**config.mk**
```make
export PLATFORM = sky130hd
export DESIGN_NAME = iss_cell
export DESIGN_NICKNAME = d
export VERILOG_FILES = /design/src/sv/iss_pkg.sv /design/src/sv/iss_cell.sv
export SDC_FILE = /design/constraint.sdc
export NUM_CORES = 1
export LEC_CHECK = 0
export BUFFER_PORTS_ARGS = -buffer_cell sky130_fd_sc_hd__buf_2
export CAP_MARGIN = 5
export CORE_UTILIZATION = 45
export DETAILED_ROUTE_END_ITERATION = 16
export MAX_ROUTING_LAYER = met4
export PLACE_DENSITY = 0.81
export SLEW_MARGIN = 20
export SYNTH_ARGS = -nofsm -noshare
export SYNTH_HDL_FRONTEND = slang
export SYNTH_SLANG_ARGS = --single-unit
```
**constraint.sdc**
```tcl
create_clock -name aclk -period 9.8 [get_ports aclk]
set_input_delay 1.47 -clock aclk [delete_from_list [all_inputs] [get_ports aclk]]
set_output_delay 1.47 -clock aclk [all_outputs]
set_load 0.05 [all_outputs]
```
**src/sv/iss_pkg.sv**
```systemverilog
// ----------------------------------------------------------------------------
// iss_pkg: shared types and constants for the insertion sort engine
// Holds the store depth, the value type and the per-cell control struct.
// ----------------------------------------------------------------------------
package iss_pkg;

    localparam int DEPTH  = 64;
    localparam int DATA_W = 32;

    typedef logic signed [DATA_W-1:0] value_t;

    typedef struct packed {
        logic insert;
        logic drain;
    } cell_ctrl_t;

endpackage

```
**src/sv/iss_cell.sv**
```systemverilog
// ----------------------------------------------------------------------------
// iss_cell: one slot of the insertion chain
// Holds one value, flags whether it sorts above the incoming value, and
// takes from its left neighbor or in_value on insert, its right one on drain.
// ----------------------------------------------------------------------------
module iss_cell (
    input  logic               aclk,
    input  logic               aresetn,
    input  iss_pkg::cell_ctrl_t ctrl,
    input  iss_pkg::value_t    in_value,
    input  logic               left_gt,
    input  iss_pkg::value_t    left_value,
    input  logic               left_valid,
    input  iss_pkg::value_t    right_value,
    input  logic               right_valid,
    output iss_pkg::value_t    value,
    output logic               valid,
    output logic               gt
);
    import iss_pkg::*;

    value_t value_reg;
    value_t value_next;
    logic   valid_reg;
    logic   valid_next;

    assign gt = !valid_reg || (value_reg > in_value);

    always_comb begin
        value_next = value_reg;
        valid_next = valid_reg;
        if (ctrl.drain) begin
            value_next = right_value;
            valid_next = right_valid;
        end else if (ctrl.insert) begin
            if (left_gt) begin
                value_next = left_value;
                valid_next = left_valid;
            end else if (gt) begin
                value_next = in_value;
                valid_next = 1'b1;
            end
        end
    end

    always_ff @(posedge aclk) begin
        if (!aresetn) begin
            valid_reg <= 1'b0;
        end else begin
            valid_reg <= valid_next;
        end
    end

    always_ff @(posedge aclk) begin
        value_reg <= value_next;
    end

    assign value = value_reg;
    assign valid = valid_reg;

endmodule

```
==> results of run 1 <==
## power by group through the flow
stage / clock network [mW] / logic [mW] / registers [mW]
after floorplan: 0 / 0.0601 / 0.235
after global placement: 0 / 0.159 / 0.185
after detailed placement: 0 / 0.163 / 0.185
after CTS: 0.0970 / 0.164 / 0.182
after global routing: 0.102 / 0.177 / 0.185
final: 0.0953 / 0.163 / 0.182
## stage by stage
| stage | area (sq um) | utilization, % | worst slack [ns] | hold WS (ns) |
|---|---|---|---|---|
| detailed placement | 3240 | 61.9 | 5.02 | 0.753 |
| CTS | 3320 | 63.4 | 5.01 | 0.769 |
| finish | 3320 | 63.4 | 5.02 | 0.768 |
| floorplan | 2510 | - | 5.05 | 0.955 |
| global placement | 3240 | 61.9 | 5.05 | 0.754 |
| global route | 3320 | 63.4 | 4.91 | 0.837 |
## cell type report
| cell class | count | area, sq um | share of cell area [%] |
|---|---|---|---|
| sequential | 33 | 981 | 29.5 |
| clock buffer | 8 | 80.1 | 2.41 |
| timing repair buffer | 136 | 681 | 20.5 |
| inverter | 33 | 124 | 3.73 |
| tap | 70 | 87.6 | 2.64 |
| multi-input combinational | 190 | 1370 | 41.2 |
## worst max-delay path, delay by kind of cell
family          cells  cell delay (ns)
buf+inv             3             0.41
compound gates      2             0.39
fa+ha+maj           1             0.30
simple gates        3             0.74
## placed cells by master, fill, tap and decap left out, types with 5 or more instances in the layout
| cell | n |
|---|---|
| clkbuf_8 | 5 |
| a21oi_1 | 12 |
| nand2_1 | 40 |
| nor2_1 | 5 |
| mux2i_1 | 32 |
| edfxtp_1 | 32 |
| buf_2 | 136 |
| inv_1 | 33 |
| nand4_1 | 8 |
| ha_1 | 32 |
| o21ai_0 | 34 |
## path summary, 6_finish.rpt
kind | from | to | depth (start not counted) | slack [ns]
min reg2reg | valid | valid | 3 | 0.77
max reg2reg | value[27] | value[30] | 6 | 6.84
min | valid | valid | 3 | 0.77
max | in_value[27] | gt | 9 | 5.02
## metal layers
layer	vias to the layer above	routed length (microns)	global-route usage, %
met4	0	106	6.54
li1	1221	-	-
met2	84	3170	40.0
met3	12	271	2.63
met1	1079	2710	26.6
met5	-	0	-
## logic make-up after synthesis
| kind of cell | synth area share (%) |
|---|---|
| mux | 12.8 |
| buf+inv | 6.74 |
| flops | 39.1 |
| simple gates | 11.2 |
| fa+ha+maj | 16.0 |
| compound gates | 14.2 |
==> run metrics, run 1 <==
CP max-delay cell nor4_1; PD cells about 130 nW/um^2; Sequential Power Share just over 40%; peak supply drop approximately 0.093 mV; Top FF cell, synth edfxtp_1; area delta synth->final 32.5%; P_leak ~1.7 nW; Worst Path Max Fanout 3; Yosys top cell area share 38.3%; Placer Congestion 0.864; Clock Path Buffers 2; max frequency 0.209 GHz; Total Routing Usage GR roughly 22%; crit path kind in -> out; IO Pins 137; Rel. slew slack 30.8%; setup TNS 0 ns; Max H-tree Level 2; Fin. Hold Viols 0; pin count of the biggest net entering global routing roughly 70; DRT iter0 DRCs 65; Syn Std Cell Area 2510 sq um; Logic pwr share between 30% and 40%; share of cells above drive strength 1 36.3%; NumNets Final 534; Starting Density between 40% and 50%; P_sw between 0.15 and 0.2 mW; crit path DAT about 3.3 ns; # resized after CTS 0; Worst EP required about 8.3 ns; syn_nets ~400; Total Wirelength ~6.3 mm; fin crit share between 40 and 50%; async set-or-reset flop fraction in the synthesized netlist 0%; drt wl/cell 13.3 microns; core area 5240 sq um; post-synthesis cell type count 30; vias in the first global route 2,383; Max Cap Violations 0; Seq cells post-synth 33; Post-synth top cells 40 x nand2_1, 34 x o21ai_0, 33 x inv_1; clock share of power between 20% and 30%; max-slew violations 0; Layout fillers about 450; Ant. Diodes 0; CP endpoint kind primary output; startpoint class of the critical path primary input; Final Power 0.441 mW; fin crit period around 4.8 ns; CP Cell Sequence buf_2 -> inv_1 -> ha_1 -> nand4_1 -> nor4_1 -> o31a_1 -> nor3_1 -> o21ai_1 -> buf_2; Congestion Overflow GR 0; top post-synthesis cells by area edfxtp_1 38%, ha_1 16%, mux2i_1 13%, o21ai_0 6.8%, nand2_1 6.0%; Seq/Total Area, Yosys 39.1%; sw frac a little under two fifths; Skew-Pair Late Insertion Delay ~0.27 ns; CTS Buf Count 5; dpl hpwl ~5.1 mm; measured slew at the worst slew-check pin slightly above 1 ns; CTS tree built; outcome complete, no violations; initial antenna violation count 0; vias 2,396; Remaining DRCs 0; DRT Pass-1 Iters 5; Final Skew about 0.0049 ns; Vias/cell ~5; top-count cell post-synth nand2_1; first-pass GRT wire length slightly above 10 mm; Clock transition at path regs 0.07 ns; internal power roughly 0.28 mW; Worst path most repeated cell buf_2; Die Y 76.6 microns; Std-Cell Rows 26; # clock sinks 33; Mapped Cells between 200 and 300; Syn Area/Cell approximately 9.4 sq um; Post-DRT Antenna Nets 0; EDFF count, synth 32; Port Buf Inserts roughly 140; post-CTS setup buffers 0; hold buffer count at cts 0; max FFs per register 32; die area between 5000 and 6000 sq um; RSZ-0062 raised after global routing no; slowest stage delay, CP 0.49 ns; Non-Filler Instances 470; Final Setup Violations 0; Min-Delay Path Class reg -> reg; Die Wd roughly 77 microns; Syn. warnings 0; dpl cells approximately 460; Clock Tree Root clkbuf_8; Yosys top cell by area edfxtp_1
(Power assumes the default switching activity.)
==> run 2: changes to the inputs <==
--- a/config.mk
+++ b/config.mk
@@ -7,10 +7,10 @@
 export LEC_CHECK = 0
 export BUFFER_PORTS_ARGS = -buffer_cell sky130_fd_sc_hd__buf_2
 export CAP_MARGIN = 5
-export CORE_UTILIZATION = 45
+export CORE_UTILIZATION = 41
 export DETAILED_ROUTE_END_ITERATION = 16
 export MAX_ROUTING_LAYER = met4
-export PLACE_DENSITY = 0.81
+export PLACE_DENSITY = 0.77
 export SLEW_MARGIN = 20
 export SYNTH_ARGS = -nofsm -noshare
 export SYNTH_HDL_FRONTEND = slang
==> constraint.sdc (replaced) <==
create_clock -name aclk -period 3.9 [get_ports aclk]
set_input_delay 0.585 -clock aclk [delete_from_list [all_inputs] [get_ports aclk]]
set_output_delay 0.585 -clock aclk [all_outputs]
set_load 0.05 [all_outputs]
==> run 2 against run 1 <==
Worst setup slack worse by 4.1 ns. Sequential share of layout area is 0.36 points lower. Final cell count is 1.7% higher. Combinational power grew to 2.5 times the previous value. Core utilization is 6.6 points lower. Clock skew is 0.00077 ns lower. Worst hold slack worse by 0.26 ns. First-iteration DRC count is 35% higher. Register-to-register slack worse by 5.7 ns. Non-clock buffer count is 3 higher. Critical endpoint unchanged. Highest routed layer unchanged.
==> run metrics, run 2 (synthesis results as in run 1) <==
Clock Path Buffers 2; vias 2,410; Placer Congestion approximately 0.8; fin crit share 77.4%; Final Setup Violations 0; DRT Pass-1 Iters 5; peak supply drop 0.169 mV; fin crit period 3.02 ns; commonest cells after routing, fill and taps aside 136 x buf_2, 40 x nand2_1, 34 x o21ai_0; Worst Hold Launch aresetn; startpoint class of the critical path register; share of cells above drive strength 1 between 30% and 40%; Congestion Overflow GR 0; Vias/cell between 5 and 6; Worst EP required around 3.3 ns; Die Wd approximately 80 microns; Std-Cell Rows 28; vias in the first global route approximately 2,200; CP Cell Sequence ha_1 -> nand4_1 -> nor3_1 -> a22oi_1 -> o211ai_1 -> a22o_1 -> o21ai_1 -> buf_2; slowest stage delay, CP ~0.4 ns; CTS Buf Count 5; P_leak around 1.8 nW; RSZ-0062 raised after global routing no; Ant. Diodes 0; max FFs per register 32; Remaining DRCs 0; Rel. slew slack 60.6%; CTS tree built; Max Cap Violations 0; Total Routing Usage GR around 20%; die area approximately 6400 sq um; setup TNS 0 ns; # clock sinks 33; Min-Delay Path Class in -> reg; core area between 5000 and 6000 sq um; max-slew violations 0; outcome complete, no violations; setup slack after layout ~0.88 ns; Skew-Pair Late Insertion Delay around 0.28 ns; worst r2r src value[30]; Non-Filler Instances between 400 and 500; measured slew at the worst slew-check pin between 0.5 and 0.6 ns; Post-DRT Antenna Nets 0; commonest non-fill, non-tap cell in the layout buf_2; Top delay family on crit path compound AO/OA/AOI/OAI gates; crit path kind reg -> out; Clock transition at path regs ~0.060 ns; Clock Tree Root clkbuf_8; first-pass GRT wire length 9.71 mm; hold buffer count at cts 0; CP endpoint kind primary output; CP Launch Point value[30]; dpl hpwl about 5.2 mm; Port Buf Inserts between 100 and 150; Starting Density between 40% and 50%; Worst Path Buf+Inv 1; dpl cells 470; Worst Path Max Fanout 4; Final Skew 0.00415 ns; Max H-tree Level 2; initial antenna violation count 0; Fin. Hold Viols 0; DP Worst Slack roughly 0.84 ns; area delta synth->final 34.1%; pin count of the biggest net entering global routing between 40 and 50; crit path DAT about 2.4 ns; PD cells approximately 330 nW/um^2; NumNets Final 537; drt wl/cell between 10 and 15 microns; final core occ about 57%; DRT iter0 DRCs 88; CP max-delay cell edfxtp_1; Die Y 80.2 microns; # resized after CTS 0; max frequency approximately 0.33 GHz; IO Pins about 140; Total Wirelength 6.50 mm; post-CTS setup buffers 0
run 2: changes by cell type in the layout (fill, tap and decap cells not counted):
cell	delta
buf_4	+2
buf_12	+1
run 2: final timing paths:
check,depth (start not counted),slack (ns),to
worst min-delay path,2,0.51,valid
worst max register to register,8,1.14,value[0]
worst max-delay path,8,0.88,gt
worst min register to register,3,0.78,valid
run 2: report_power, final:
group / internal [mW] / switching, mW / total (mW)
Clock: 0.127 / 0.119 / 0.246
Sequential: 0.436 / 0.0219 / 0.458
Combinational: 0.141 / 0.273 / 0.414
Total: 0.703 / 0.414 / 1.12
run 2: final cells by class:
class / count / area, sq um
Fill cell: 548 / 2560
Multi-Input combinational cell: 190 / 1370
Sequential cell: 33 / 981
Timing Repair Buffer: 139 / 716
Inverter: 33 / 124
Tap cell: 75 / 93.8
Clock buffer: 8 / 80.1
run 2: per-stage QoR:
stage | power, mW | hold slack (ns) | area [sq um]
5_1_grt | 1.18 | 0.505 | 3360
3_5_place_dp | 0.879 | 0.763 | 3280
6_report | 1.12 | 0.509 | 3360
3_3_place_gp | 0.868 | 0.750 | 3280
2_1_floorplan | 0.742 | 0.707 | 2510
4_1_cts | 1.13 | 0.510 | 3360
run 2: metal layers:
layer / vias to the layer above / part of all wire [%] / wire, microns / global-route usage, %
li1: 1230 / - / - / -
met1: 1088 / 41 / 2680 / 23.3
met2: 85 / 53 / 3420 / 37.0
met3: 7 / 4.6 / 301 / 3.30
met4: 0 / 1.4 / 93 / 5.71
met5: - / 0 / 0 / -
run 2: worst register-to-register path: cells and delay by family, from the launching register on:
family	cells	cell delay, ns
AO/OA/AOI/OAI	4	1.21
flip-flops	1	0.39
adder cells (fa/ha/maj)	1	0.34
AND/OR/NAND/NOR	2	0.28
buffers and inverters	1	0.24
==> run 3: changes to the inputs <==
==> constraint.sdc (replaced) <==
create_clock -name aclk -period 2.65 [get_ports aclk]
set_input_delay 0.3975 -clock aclk [delete_from_list [all_inputs] [get_ports aclk]]
set_output_delay 0.3975 -clock aclk [all_outputs]
set_load 0.05 [all_outputs]
==> run 3 against run 2 <==
The run now ends with setup timing left. Die area unchanged. First-iteration DRC count down 5.7%. Routed wire length up 6.4%. Critical path type unchanged. Largest cell class unchanged. Highest routed layer unchanged.
==> run metrics, run 3 (synthesis results as in run 1) <==
outcome complete, but fails checks; failing checks setup timing; slowest stage delay, CP 0.45 ns; Die Wd around 80 microns; IO Pins between 100 and 150; Sequential Power Share about 37%; Final Setup Violations 17; crit path DAT between 2 and 2.5 ns; max frequency ~0.36 GHz; R2R depth 8; Final Skew between 0.007 and 0.008 ns; PD cells ~490 nW/um^2; Logic pwr share around two fifths; peak supply drop about 0.30 mV; Worst Hold Launch aresetn; Port Buf Inserts 136; Clock transition at path regs 0.07 ns; Worst R2R Setup Slack -0.03 ns; DRT iter0 DRCs 83; P_leak about 1.9 nW; Placer Congestion 0.736; CTS Buf Count 5; Starting Density between 40 and 50%; Congestion Overflow GR 0; hold path cells 2; Total Wirelength 6.91 mm; Hold WS 0.319 ns; final core occ approximately 64%; drt wl/cell approximately 14 microns; pin count of the biggest net entering global routing 34; startpoint class of the critical path register; Std-Cell Rows 28; first-pass GRT wire length between 10 and 15 mm; Total Routing Usage GR 21.5%; Clock Path Buffers 2; Worst EP required 2.25 ns; commonest non-fill, non-tap cell in the layout buf_2; hold buffer count at cts 0; Vias/cell ~5.1; commonest cells after routing, fill and taps aside 135 x buf_2, 40 x nand2_1, 33 x inv_1, 33 x o21ai_0; measured slew at the worst slew-check pin between 0.5 and 0.6 ns; fin crit share 105%; initial antenna violation count 0; Skew-Pair Late Insertion Delay between 0.2 and 0.3 ns; setup slack after layout -0.119 ns; dpl hpwl 5.15 mm; sw frac 35.5%; CP max-delay cell edfxtp_1; DRT Pass-1 Iters 4; # clock sinks 33; WHS Endpoint valid; NumNets Final approximately 560; vias in the first global route approximately 2,300; area delta synth->final 51.3%; Rel. slew slack about 60%; CP endpoint kind primary output; clock share of power 24.6%; Min-Delay Path Class in -> reg; max-slew violations 0; CTS tree built; fin crit period ~2.8 ns; P_sw around 0.66 mW; RSZ-0062 raised after global routing yes; die area approximately 6400 sq um; Fin. Hold Viols 0; core area between 5000 and 6000 sq um; RR Endpoint value[24]; Worst Path Max Fanout 4; CP Cell Sequence ha_4 -> nand4_1 -> nor2_1 -> a22oi_1 -> o211ai_1 -> a22o_2 -> buf_4 -> o21ai_4 -> buf_8; Max H-tree Level 2; vias around 2,500; internal power approximately 1.2 mW; worst r2r src value[31]; Clock Tree Root clkbuf_8; max FFs per register 32; Post-DRT Antenna Nets 0; Max Cap Violations 0; Die Y approximately 80 microns; Remaining DRCs 0; Ant. Diodes 0; crit path kind reg -> out; share of cells above drive strength 1 a little under half
## run 3: how the worst max path moves through the flow
stage                      start        end  slack, ns
CTS                    value[14]         gt      -0.06
global route           value[31]         gt      -0.21
global placement    in_value[11]   value[9]      -0.31
finish                 value[31]         gt      -0.12
detailed placement   in_value[7]  value[11]      -0.31
floorplan               value[1]   value[0]      -0.10
## run 3: per-layer routing
metal | vias to the layer above | share of wire (%) | wire (microns) | GRT usage [%]
met5 | - | 0 | 0 | -
met4 | 0 | 1.1 | 73 | 6.07
met3 | 8 | 5.1 | 354 | 4.55
met2 | 91 | 52 | 3580 | 38.7
met1 | 1156 | 42 | 2900 | 24.0
li1 | 1272 | - | - | -
## run 3: critical path: cells and delay by family (launching register included)
family | cells | cell delay [ns]
adders and majority gates | 1 | 0.27
AOI/OAI and AO/OA | 4 | 0.79
DFF | 1 | 0.45
buffers and inverters | 2 | 0.30
and+or+nand+nor | 2 | 0.27
## run 3: through the flow
step,std cells,setup TNS [ns],setup WS [ns],power [mW],instance area [sq um]
after floorplan,267,-3.31,-0.104,1.10,2550
after global placement,482,-9.81,-0.307,1.31,3390
after detailed placement,482,-10.06,-0.315,1.32,3390
after CTS,497,-0.696,-0.0637,1.82,3600
after global routing,499,-2.37,-0.206,1.96,3790
final,499,-0.546,-0.119,1.86,3790
## run 3: power groups by stage
| stage | sequential (mW) | clock [mW] | combinational [mW] |
|---|---|---|---|
| floorplan | 0.869 | 0 | 0.230 |
| global placement | 0.681 | 0 | 0.625 |
| detailed placement | 0.685 | 0 | 0.638 |
| CTS | 0.674 | 0.467 | 0.673 |
| global route | 0.689 | 0.490 | 0.786 |
| finish | 0.682 | 0.459 | 0.722 |
## run 3: repair_timing
action | in CTS | in global routing
buffers inserted | 6 | 3
pin swaps | 15 | 22
cloned | 1 | 0
endpoints found under the setup margin | 33 | 33
gates resized for setup | 9 | 18
## run 3: final cells by class
| cell class | instances | area (sq um) |
|---|---|---|
| clock buffers | 6 | 72.6 |
| clock inverters | 2 | 33.8 |
| fillers | 507 | 2130 |
| inverters | 33 | 124 |
| multi-input cells | 191 | 1610 |
| flip-flops and latches | 33 | 981 |
| well taps | 75 | 93.8 |
| repair buffers | 159 | 880 |
